--- config.mk ---
export PLATFORM = sky130hd
export DESIGN_NAME = utf8_to_utf16_transcoder_core
export DESIGN_NICKNAME = d
export VERILOG_FILES = /design/src/rtl/u8u16_pkg.sv /design/src/rtl/u8u16_front.sv /design/src/rtl/u8u16_queue.sv /design/src/rtl/u8u16_back.sv /design/src/rtl/utf8_to_utf16_transcoder_core.sv
export SDC_FILE = /design/constraint.sdc
export NUM_CORES = 1
export LEC_CHECK = 0
export BUFFER_PORTS_ARGS = -buffer_cell sky130_fd_sc_hd__buf_4
export CELL_PAD_IN_SITES_DETAIL_PLACEMENT = 2
export CELL_PAD_IN_SITES_GLOBAL_PLACEMENT = 2
export CORE_MARGIN = 2
export CORE_UTILIZATION = 25
export CTS_CLUSTER_SIZE = 8
export DETAILED_ROUTE_END_ITERATION = 12
export PLACE_DENSITY = 0.51
export SYNTH_ARGS = -nofsm -noshare
export SYNTH_HDL_FRONTEND = slang
export SYNTH_HIERARCHICAL = 1
export SYNTH_SLANG_ARGS = --single-unit
export TNS_END_PERCENT = 10
--- constraint.sdc ---
create_clock -name clk -period 6 [get_ports clk]
set_clock_uncertainty 0.2 [all_clocks]
set_input_delay 0.9 -clock clk [delete_from_list [all_inputs] [get_ports clk]]
set_output_delay 0.9 -clock clk [all_outputs]
set_load 0.02 [all_outputs]
--- src/rtl/u8u16_pkg.sv ---
// ----------------------------------------------------------------------------
// u8u16_pkg: shared types and constants of the UTF-8 to UTF-16 transcoder
// Holds the job descriptor that the front end hands to the back end and the
// code values that both ends use.
// ----------------------------------------------------------------------------
package u8u16_pkg;

  localparam logic [15:0] REPL_UNIT    = 16'hFFFD;
  localparam logic [15:0] HI_SURR_BASE = 16'hD800;
  localparam logic [15:0] LO_SURR_BASE = 16'hDC00;
  localparam logic [20:0] BMP_MAX      = 21'h00FFFF;
  localparam logic [20:0] SUPP_BASE    = 21'h010000;

  localparam logic [7:0] LEAD_E0 = 8'hE0;
  localparam logic [7:0] LEAD_ED = 8'hED;
  localparam logic [7:0] LEAD_F0 = 8'hF0;
  localparam logic [7:0] LEAD_F4 = 8'hF4;

  localparam int unsigned QUEUE_DEPTH = 4;
  localparam int unsigned QPTR_W      = $clog2(QUEUE_DEPTH);

  // One job per byte that produces output: rep_cnt replacement units first,
  // then optionally the code point cp (one unit, or a surrogate pair).
  typedef struct packed {
    logic [2:0]  rep_cnt;
    logic        has_cp;
    logic [20:0] cp;
    logic        fin;
  } job_t;

endpackage

--- src/rtl/u8u16_front.sv ---
// ----------------------------------------------------------------------------
// u8u16_front: byte decoder front end
// Tracks the open UTF-8 sequence, validates each byte and turns it into a
// job descriptor for the back end.
// ----------------------------------------------------------------------------
module u8u16_front (
  input  logic               clk,
  input  logic               rst,
  input  logic               accept,
  input  logic [7:0]         in_byte,
  input  logic               in_final,
  output logic               job_push,
  output u8u16_pkg::job_t    job
);
  import u8u16_pkg::*;

  logic [7:0]  lead;
  logic [1:0]  needed;
  logic [1:0]  taken;
  logic [20:0] partial;

  logic [7:0]  lead_next;
  logic [1:0]  needed_next;
  logic [1:0]  taken_next;
  logic [20:0] partial_next;

  logic        st_open;
  logic [1:0]  st_needed;
  logic [20:0] st_partial;
  logic        st_has_cp;
  logic [20:0] st_cp;
  logic        cont_ok;
  logic [1:0]  taken_inc;
  logic [2:0]  rep;

  // Decode of the byte as a fresh lead.
  always_comb begin
    st_open    = 1'b0;
    st_needed  = 2'd0;
    st_partial = '0;
    st_has_cp  = 1'b0;
    st_cp      = '0;
    if (in_byte[7] == 1'b0) begin
      st_has_cp = 1'b1;
      st_cp     = {13'd0, in_byte};
    end else if (in_byte inside {[8'hC2:8'hDF]}) begin
      st_open    = 1'b1;
      st_needed  = 2'd1;
      st_partial = {16'd0, in_byte[4:0]};
    end else if (in_byte inside {[8'hE0:8'hEF]}) begin
      st_open    = 1'b1;
      st_needed  = 2'd2;
      st_partial = {17'd0, in_byte[3:0]};
    end else if (in_byte inside {[8'hF0:8'hF4]}) begin
      st_open    = 1'b1;
      st_needed  = 2'd3;
      st_partial = {18'd0, in_byte[2:0]};
    end else begin
      st_has_cp = 1'b1;
      st_cp     = {5'd0, REPL_UNIT};
    end
  end

  // The second byte of some leads has a narrower range.
  always_comb begin
    cont_ok = (in_byte[7:6] == 2'b10);
    if (taken == 2'd0) begin
      if (lead == LEAD_E0 && in_byte < 8'hA0) cont_ok = 1'b0;
      if (lead == LEAD_ED && in_byte >= 8'hA0) cont_ok = 1'b0;
      if (lead == LEAD_F0 && in_byte < 8'h90) cont_ok = 1'b0;
      if (lead == LEAD_F4 && in_byte > 8'h8F) cont_ok = 1'b0;
    end
  end

  assign taken_inc = taken + 2'd1;

  always_comb begin
    lead_next    = lead;
    needed_next  = needed;
    taken_next   = taken;
    partial_next = partial;
    rep          = 3'd0;
    job.has_cp   = 1'b0;
    job.cp       = '0;
    if (needed == 2'd0) begin
      if (st_open) begin
        lead_next    = in_byte;
        needed_next  = st_needed;
        taken_next   = 2'd0;
        partial_next = st_partial;
      end
      job.has_cp = st_has_cp;
      job.cp     = st_cp;
    end else if (cont_ok) begin
      partial_next = {partial[14:0], in_byte[5:0]};
      taken_next   = taken_inc;
      if (taken_inc == needed) begin
        job.has_cp   = 1'b1;
        job.cp       = {partial[14:0], in_byte[5:0]};
        lead_next    = 8'd0;
        needed_next  = 2'd0;
        taken_next   = 2'd0;
        partial_next = '0;
      end
    end else begin
      // Broken sequence: lead and buffered bytes each give a replacement,
      // then the byte is decoded as a new lead.
      rep          = 3'd1 + {1'b0, taken};
      lead_next    = st_open ? in_byte : 8'd0;
      needed_next  = st_open ? st_needed : 2'd0;
      taken_next   = 2'd0;
      partial_next = st_open ? st_partial : '0;
      job.has_cp   = st_has_cp;
      job.cp       = st_cp;
    end
    // String end flushes whatever sequence is still open.
    if (in_final && needed_next != 2'd0) begin
      rep          = rep + 3'd1 + {1'b0, taken_next};
      lead_next    = 8'd0;
      needed_next  = 2'd0;
      taken_next   = 2'd0;
      partial_next = '0;
    end
    job.rep_cnt = rep;
    job.fin     = in_final;
  end

  assign job_push = accept && (rep != 3'd0 || job.has_cp);

  always_ff @(posedge clk) begin
    if (rst) begin
      lead    <= 8'd0;
      needed  <= 2'd0;
      taken   <= 2'd0;
      partial <= '0;
    end else if (accept) begin
      lead    <= lead_next;
      needed  <= needed_next;
      taken   <= taken_next;
      partial <= partial_next;
    end
  end

endmodule

--- src/rtl/u8u16_queue.sv ---
// ----------------------------------------------------------------------------
// u8u16_queue: job queue between front end and back end
// A small register queue that lets the two ends stall independently.
// ----------------------------------------------------------------------------
module u8u16_queue (
  input  logic               clk,
  input  logic               rst,
  input  logic               push,
  input  u8u16_pkg::job_t    push_job,
  input  logic               pop,
  output u8u16_pkg::job_t    head,
  output logic               not_empty,
  output logic               full
);
  import u8u16_pkg::*;

  job_t              slots [QUEUE_DEPTH];
  logic [QPTR_W-1:0] wr_ptr;
  logic [QPTR_W-1:0] rd_ptr;
  logic [QPTR_W:0]   count;

  assign head      = slots[rd_ptr];
  assign not_empty = (count != '0);
  assign full      = (count == (QPTR_W+1)'(QUEUE_DEPTH));

  always_ff @(posedge clk) begin
    if (push) begin
      slots[wr_ptr] <= push_job;
    end
  end

  always_ff @(posedge clk) begin
    if (rst) begin
      wr_ptr <= '0;
      rd_ptr <= '0;
      count  <= '0;
    end else begin
      if (push) wr_ptr <= wr_ptr + 1'b1;
      if (pop)  rd_ptr <= rd_ptr + 1'b1;
      if (push && !pop)      count <= count + 1'b1;
      else if (pop && !push) count <= count - 1'b1;
    end
  end

endmodule

--- src/rtl/u8u16_back.sv ---
// ----------------------------------------------------------------------------
// u8u16_back: code unit emitter back end
// Expands each job into replacement units, a BMP unit or a surrogate pair,
// one unit per cycle into the output register, unless the output stalls.
// ----------------------------------------------------------------------------
module u8u16_back (
  input  logic               clk,
  input  logic               rst,
  input  u8u16_pkg::job_t    head,
  input  logic               head_valid,
  output logic               pop,
  output logic               out_valid,
  input  logic               out_ready,
  output logic [15:0]        code_unit,
  output logic               run_end,
  output logic               text_end
);
  import u8u16_pkg::*;

  logic [1:0]  idx;
  logic [2:0]  total;
  logic        is_pair;
  logic [20:0] offs;
  logic        last;
  logic        load;
  logic        emit;
  logic [15:0] unit;

  assign is_pair = head.cp > BMP_MAX;
  assign offs    = head.cp - SUPP_BASE;
  assign total   = head.rep_cnt + (head.has_cp ? (is_pair ? 3'd2 : 3'd1) : 3'd0);
  assign last    = ({1'b0, idx} + 3'd1) == total;
  assign load    = !out_valid || out_ready;
  assign emit    = head_valid && load;
  assign pop     = emit && last;

  always_comb begin
    if ({1'b0, idx} < head.rep_cnt) begin
      unit = REPL_UNIT;
    end else if (is_pair) begin
      unit = ({1'b0, idx} == head.rep_cnt) ? HI_SURR_BASE + {6'd0, offs[19:10]}
                                           : LO_SURR_BASE + {6'd0, offs[9:0]};
    end else begin
      unit = head.cp[15:0];
    end
  end

  always_ff @(posedge clk) begin
    if (rst) begin
      idx       <= 2'd0;
      out_valid <= 1'b0;
    end else begin
      if (emit) idx <= last ? 2'd0 : idx + 2'd1;
      if (load) out_valid <= head_valid;
    end
  end

  always_ff @(posedge clk) begin
    if (emit) begin
      code_unit <= unit;
      run_end   <= last;
      text_end  <= last && head.fin;
    end
  end

endmodule

--- src/rtl/utf8_to_utf16_transcoder_core.sv ---
// A byte that yields output is written as a job into the queue; the back end then
// registers its first code unit into the output register when it reaches that job.
// Throughput: one byte per cycle while each byte yields at most one code unit and
// the output is not stalled; a byte with several units holds the single output port.
// The job queue holds four jobs, so input stalls only once it fills.
// Reset (rst, synchronous, active high) closes any open sequence and empties the queue.
// ----------------------------------------------------------------------------
// utf8_to_utf16_transcoder_core: UTF-8 to UTF-16 transcoder
// Validates a UTF-8 byte stream and emits UTF-16 code units, with U+FFFD
// replacements for malformed or truncated sequences.
// ----------------------------------------------------------------------------
module utf8_to_utf16_transcoder_core (
  input  logic        clk,
  input  logic        rst,
  input  logic        in_valid,
  output logic        in_ready,
  input  logic [7:0]  in_byte,
  input  logic        in_final,
  output logic        out_valid,
  input  logic        out_ready,
  output logic [15:0] code_unit,
  output logic        run_end,
  output logic        text_end
);
  import u8u16_pkg::*;

  // The front end decodes one byte per input transaction. Every byte that
  // produces output becomes one job: a count of replacement units followed
  // by an optional code point. Bytes that only open or extend a sequence
  // produce no job at all.
  job_t job;
  logic job_push;
  logic accept;

  // The queue decouples the decoder from the emitter. Its ready only
  // depends on its fill level, never on the output handshake.
  job_t head;
  logic head_valid;
  logic q_full;
  logic pop;

  assign in_ready = !q_full;
  assign accept   = in_valid && in_ready;

  u8u16_front u_front (
    .clk      (clk),
    .rst      (rst),
    .accept   (accept),
    .in_byte  (in_byte),
    .in_final (in_final),
    .job_push (job_push),
    .job      (job)
  );

  u8u16_queue u_queue (
    .clk       (clk),
    .rst       (rst),
    .push      (job_push),
    .push_job  (job),
    .pop       (pop),
    .head      (head),
    .not_empty (head_valid),
    .full      (q_full)
  );

  // The back end walks through the units of the head job, one per cycle unless the
  // output stalls, and releases the job when its last unit enters the output register.
  u8u16_back u_back (
    .clk        (clk),
    .rst        (rst),
    .head       (head),
    .head_valid (head_valid),
    .pop        (pop),
    .out_valid  (out_valid),
    .out_ready  (out_ready),
    .code_unit  (code_unit),
    .run_end    (run_end),
    .text_end   (text_end)
  );

endmodule

==> impl_metrics.prom <==
# TYPE chip_impl_metric gauge
chip_impl_info{name="outcome",value="complete, no violations"} 1
chip_impl_metric{name="timing.max_slew.rel_slack",unit="%"} 32.9
chip_impl_metric{name="timing.final.setup_violations",unit=""} 0
chip_impl_info{name="hold_class",value="reg2reg"} 1
chip_impl_metric{name="max_clock_freq",unit="GHz"} 0.197
chip_impl_metric{name="use_met1",unit="%"} 15.6
chip_impl_metric{name="leakagePower",unit="nW"} 2.92
chip_impl_metric{name="final_wtd_congestion",unit=""} 0.727
chip_impl_metric{name="post-route-period-util",unit="%"} 84.5
chip_impl_metric{name="hold_viol",unit=""} 0
chip_impl_metric{name="nNetsFinal",unit=""} 567
chip_impl_metric{name="use_met2",unit="%"} 20.3
chip_impl_metric{name="drv_slew",unit=""} 0
chip_impl_metric{name="worstSkewPairLatency",unit="ns"} 0.43
chip_impl_metric{name="grt_util_all_layers",unit="%"} 12.1
chip_impl_metric{name="number_of_flip_flops_and_latches_in_the_synthesized_netlist",unit=""} 161
chip_impl_metric{name="cts_max_level",unit=""} 4
chip_impl_metric{name="dr_total_vias",unit=""} 4149
chip_impl_metric{name="flow.area_growth_from_synthesis",unit="%"} 16.7
chip_impl_metric{name="met3_usage_in_global_routing",unit="%"} 2.60
chip_impl_metric{name="total_number_of_yosys_warnings",unit=""} 6
chip_impl_metric{name="holdBufCountCts",unit=""} 0
chip_impl_info{name="busiest_layer",value="met2"} 1
chip_impl_info{name="commonest_non_fill_non_tap_cells_in_the_layout",value="sky130_fd_sc_hd__edfxtp_1, sky130_fd_sc_hd__nor2_1, sky130_fd_sc_hd__buf_4"} 1
chip_impl_metric{name="timing.critical_path.slowest_cell_delay",unit="ns"} 0.41
chip_impl_metric{name="drc_errors",unit=""} 0
chip_impl_metric{name="measured_slew_at_the_worst_slew_check_pin",unit="ns"} 1.00
chip_impl_metric{name="avgViaCountPerCell",unit=""} 4.44
chip_impl_metric{name="grt_remaining_overflow",unit=""} 0
chip_impl_metric{name="avgSynthCellArea",unit="um2"} 14.5
chip_impl_metric{name="die_width",unit="um"} 174
chip_impl_metric{name="max_cap_viol_count",unit=""} 0
chip_impl_metric{name="whs",unit="ns"} 0.267
chip_impl_metric{name="pin_count_of_the_biggest_net_entering_global_routing",unit=""} 41
chip_impl_info{name="cts_root_buffer",value="sky130_fd_sc_hd__clkbuf_16"} 1
chip_impl_metric{name="synth.lib_cells_used.distinct",unit=""} 65
chip_impl_info{name="grt_setup_unrepaired",value="false"} 1
chip_impl_metric{name="post-route-worst-setup-slack",unit="ns"} 0.931
chip_impl_metric{name="diodes",unit=""} 0
chip_impl_metric{name="antenna_violating_nets_post_route",unit=""} 0
chip_impl_metric{name="place_ws",unit="ns"} 0.587
chip_impl_info{name="cp-end-kind",value="flip-flop"} 1
chip_impl_metric{name="grt_pass1_wl",unit="um"} 27900
chip_impl_info{name="cpMaxStageDelayCell",value="sky130_fd_sc_hd__o41a_1"} 1
chip_impl_metric{name="clk_transition_reported_paths",unit="ns"} 0.07
chip_impl_metric{name="peakVddDrop",unit="V"} 0.000166
chip_impl_metric{name="bufs_on_longest_clock_path",unit=""} 2
chip_impl_metric{name="drt_first_pass_iters",unit=""} 4
chip_impl_metric{name="yosys.area_share.xor_xnor",unit="%"} 1.52
chip_impl_metric{name="fp.dieArea",unit="um2"} 30300
chip_impl_info{name="largest_family_of_logic_cells_by_synthesized_area",value="multiplexers"} 1
chip_impl_info{name="layout_commonest_cell",value="sky130_fd_sc_hd__edfxtp_1"} 1
chip_impl_metric{name="critPathRequiredTime",unit="ns"} 6.15
chip_impl_metric{name="std_cell_rows",unit=""} 62
chip_impl_metric{name="place.port_buffers",unit=""} 32
chip_impl_metric{name="synth_adder_area_share",unit="%"} 3.26
chip_impl_info{name="postSynth.topFlopCell",value="sky130_fd_sc_hd__edfxtp_1"} 1
chip_impl_metric{name="cellPowerDensity",unit="nW/um2"} 417
chip_impl_info{name="path_cells",value="inv_1 -> ha_1 -> nand3_1 -> nor3b_1 -> o221a_2 -> nor2_1 -> or3_1 -> ha_1 -> fa_1 -> nand2b_1 -> a31oi_1 -> o41a_1 -> ha_1 -> inv_1 -> fa_1 -> xor2_1 -> or3_1 -> a21oi_1"} 1
chip_impl_metric{name="yosysSeqAreaShare",unit="%"} 61.5
chip_impl_metric{name="cp_max_fo",unit=""} 9
chip_impl_metric{name="initialDrtViolationCount",unit=""} 167
chip_impl_info{name="cts_tree",value="done"} 1
chip_impl_metric{name="floorplan.io_pins",unit=""} 33
chip_impl_metric{name="antenna_violations_before_repair",unit=""} 0
chip_impl_metric{name="floorplan.initialDensity",unit="%"} 25.3
chip_impl_metric{name="worst_ep_arrival_time",unit="ns"} 5.22
chip_impl_info{name="critical-path-top-cell-by-count",value="sky130_fd_sc_hd__ha_1"} 1
chip_impl_info{name="category_of_the_worst_setup_path_launch_point",value="flip-flop"} 1
chip_impl_metric{name="vias_in_the_first_global_route",unit=""} 4721
chip_impl_info{name="critPathKind",value="reg2reg"} 1
chip_impl_metric{name="cts_sinks",unit=""} 161
chip_impl_metric{name="post_synth_mux_area_share",unit="%"} 10.8
chip_impl_metric{name="synth.net_count",unit=""} 529
chip_impl_metric{name="vertical_die_dimension",unit="um"} 174
chip_impl_metric{name="cts_inserted_buffers",unit=""} 17
chip_impl_metric{name="tns",unit="ns"} 0
chip_impl_metric{name="totalWireLength",unit="um"} 17500
chip_impl_metric{name="post_cts_buffers",unit=""} 0
chip_impl_metric{name="ctsResizeCount",unit=""} 0
chip_impl_metric{name="syn_area",unit="um2"} 7230
chip_impl_metric{name="post_synth_edffs",unit=""} 122
chip_impl_metric{name="synth_compound_area_share",unit="%"} 9.04
chip_impl_metric{name="layout-drive-gt1-share",unit="%"} 21.6
chip_impl_metric{name="detail_route.wl_per_cell",unit="um"} 18.7
chip_impl_metric{name="place.detailed.hpwl",unit="um"} 12300
chip_impl_metric{name="async_reset_ff_share",unit="%"} 0
chip_impl_metric{name="timing.final.crit_period",unit="ns"} 5.07
chip_impl_metric{name="n_fill_cell",unit=""} 3057
chip_impl_metric{name="coreArea",unit="um2"} 28500
chip_impl_metric{name="netlist_instances",unit=""} 499
chip_impl_metric{name="synth_simple_gate_area_share",unit="%"} 10.5
## power breakdown
part           internal [mW]  total (mW)  switching (mW)  leakage (nW)
Clock                  0.560        1.07           0.511         0.288
Combinational          0.405       0.990           0.585          1.21
Sequential              1.39        1.45          0.0622          1.42
## final timing paths
path,start,end,slack (ns),cells past startpoint
hold / removal,u_front/lead[5],u_front/lead[5],0.27,2
setup reg to reg,u_front/taken[0],u_queue/count[2],0.93,18
hold reg to reg,u_front/lead[5],u_front/lead[5],0.27,2
setup / recovery,u_front/taken[0],u_queue/count[2],0.93,18
## cell usage after synthesis (all sizes together), types with 6 or more instances
cell type	n	share of area, %
nand2	26	1.4
nor2b	6	0.55
a21o	17	1.8
o21ai	7	0.59
mux4	26	8.4
a21oi	22	1.7
mux2i	17	2.4
nor3	9	0.76
or3	6	0.59
and2	13	1.1
nand3b	6	0.62
nor2	52	2.8
a22oi	17	1.8
buf	15	2.0
ha	14	2.4
inv	18	0.93
clkbuf	8	0.43
nand2b	6	0.52
dfxtp	39	11
edfxtp	122	51
## worst max-delay path, delay by kind of cell (launching register included)
kind | cells | cell delay, ns
and+or+nand+nor | 6 | 1.44
adders and majority gates | 5 | 1.40
AOI/OAI and AO/OA | 4 | 1.14
DFF | 1 | 0.40
buffers and inverters | 2 | 0.21
xor gates and xnor gates | 1 | 0.19
## stage by stage
stage	cell area, um2	total power [mW]	util [%]	cells
detailed placement	7850	2.50	27.5	902
global route	8440	3.72	29.5	934
CTS	8440	3.59	29.5	934
floorplan	7230	2.20	-	499
global placement	7850	2.46	27.5	902
finish	8440	3.51	29.5	934
## sequential cells by signal, indices dropped and copies added, names as in the netlist, named ones only
signal            cells
u_back/code_unit     16
u_front/taken         2
u_queue/count         3
u_back/run_end        1
u_queue/rd_ptr        2
u_back/text_end       1
u_front/lead          8
u_front/partial      15
u_front/needed        2
u_back/idx            2
u_back/out_valid      1
u_queue/wr_ptr        2
u_queue/slots       104
## layer usage
metal	up-vias	wire [um]
met5	-	0
met4	0	147
met3	11	438
met2	51	8630
met1	2124	8260
li1	1963	-
## cell type report
class | instances | area, um2 | area share [%]
multi-input cells | 297 | 2540 | 30.1
clock buffers | 17 | 425 | 5.04
well taps | 384 | 480 | 5.70
clock inverters | 15 | 164 | 1.94
flip-flops and latches | 161 | 4440 | 52.7
inverters | 18 | 67.6 | 0.801
repair buffers | 42 | 315 | 3.74
## cells by family (layout without fill, tap and decap cells)
group	count (synthesis)	count (layout)
DFF	161	161
and+or+nand+nor	143	143
AOI/OAI and AO/OA	83	83
muxes	43	43
buffers and inverters	41	92
adders and majority gates	17	17
xor gates and xnor gates	11	11
Power figures use the tool's default switching activity.
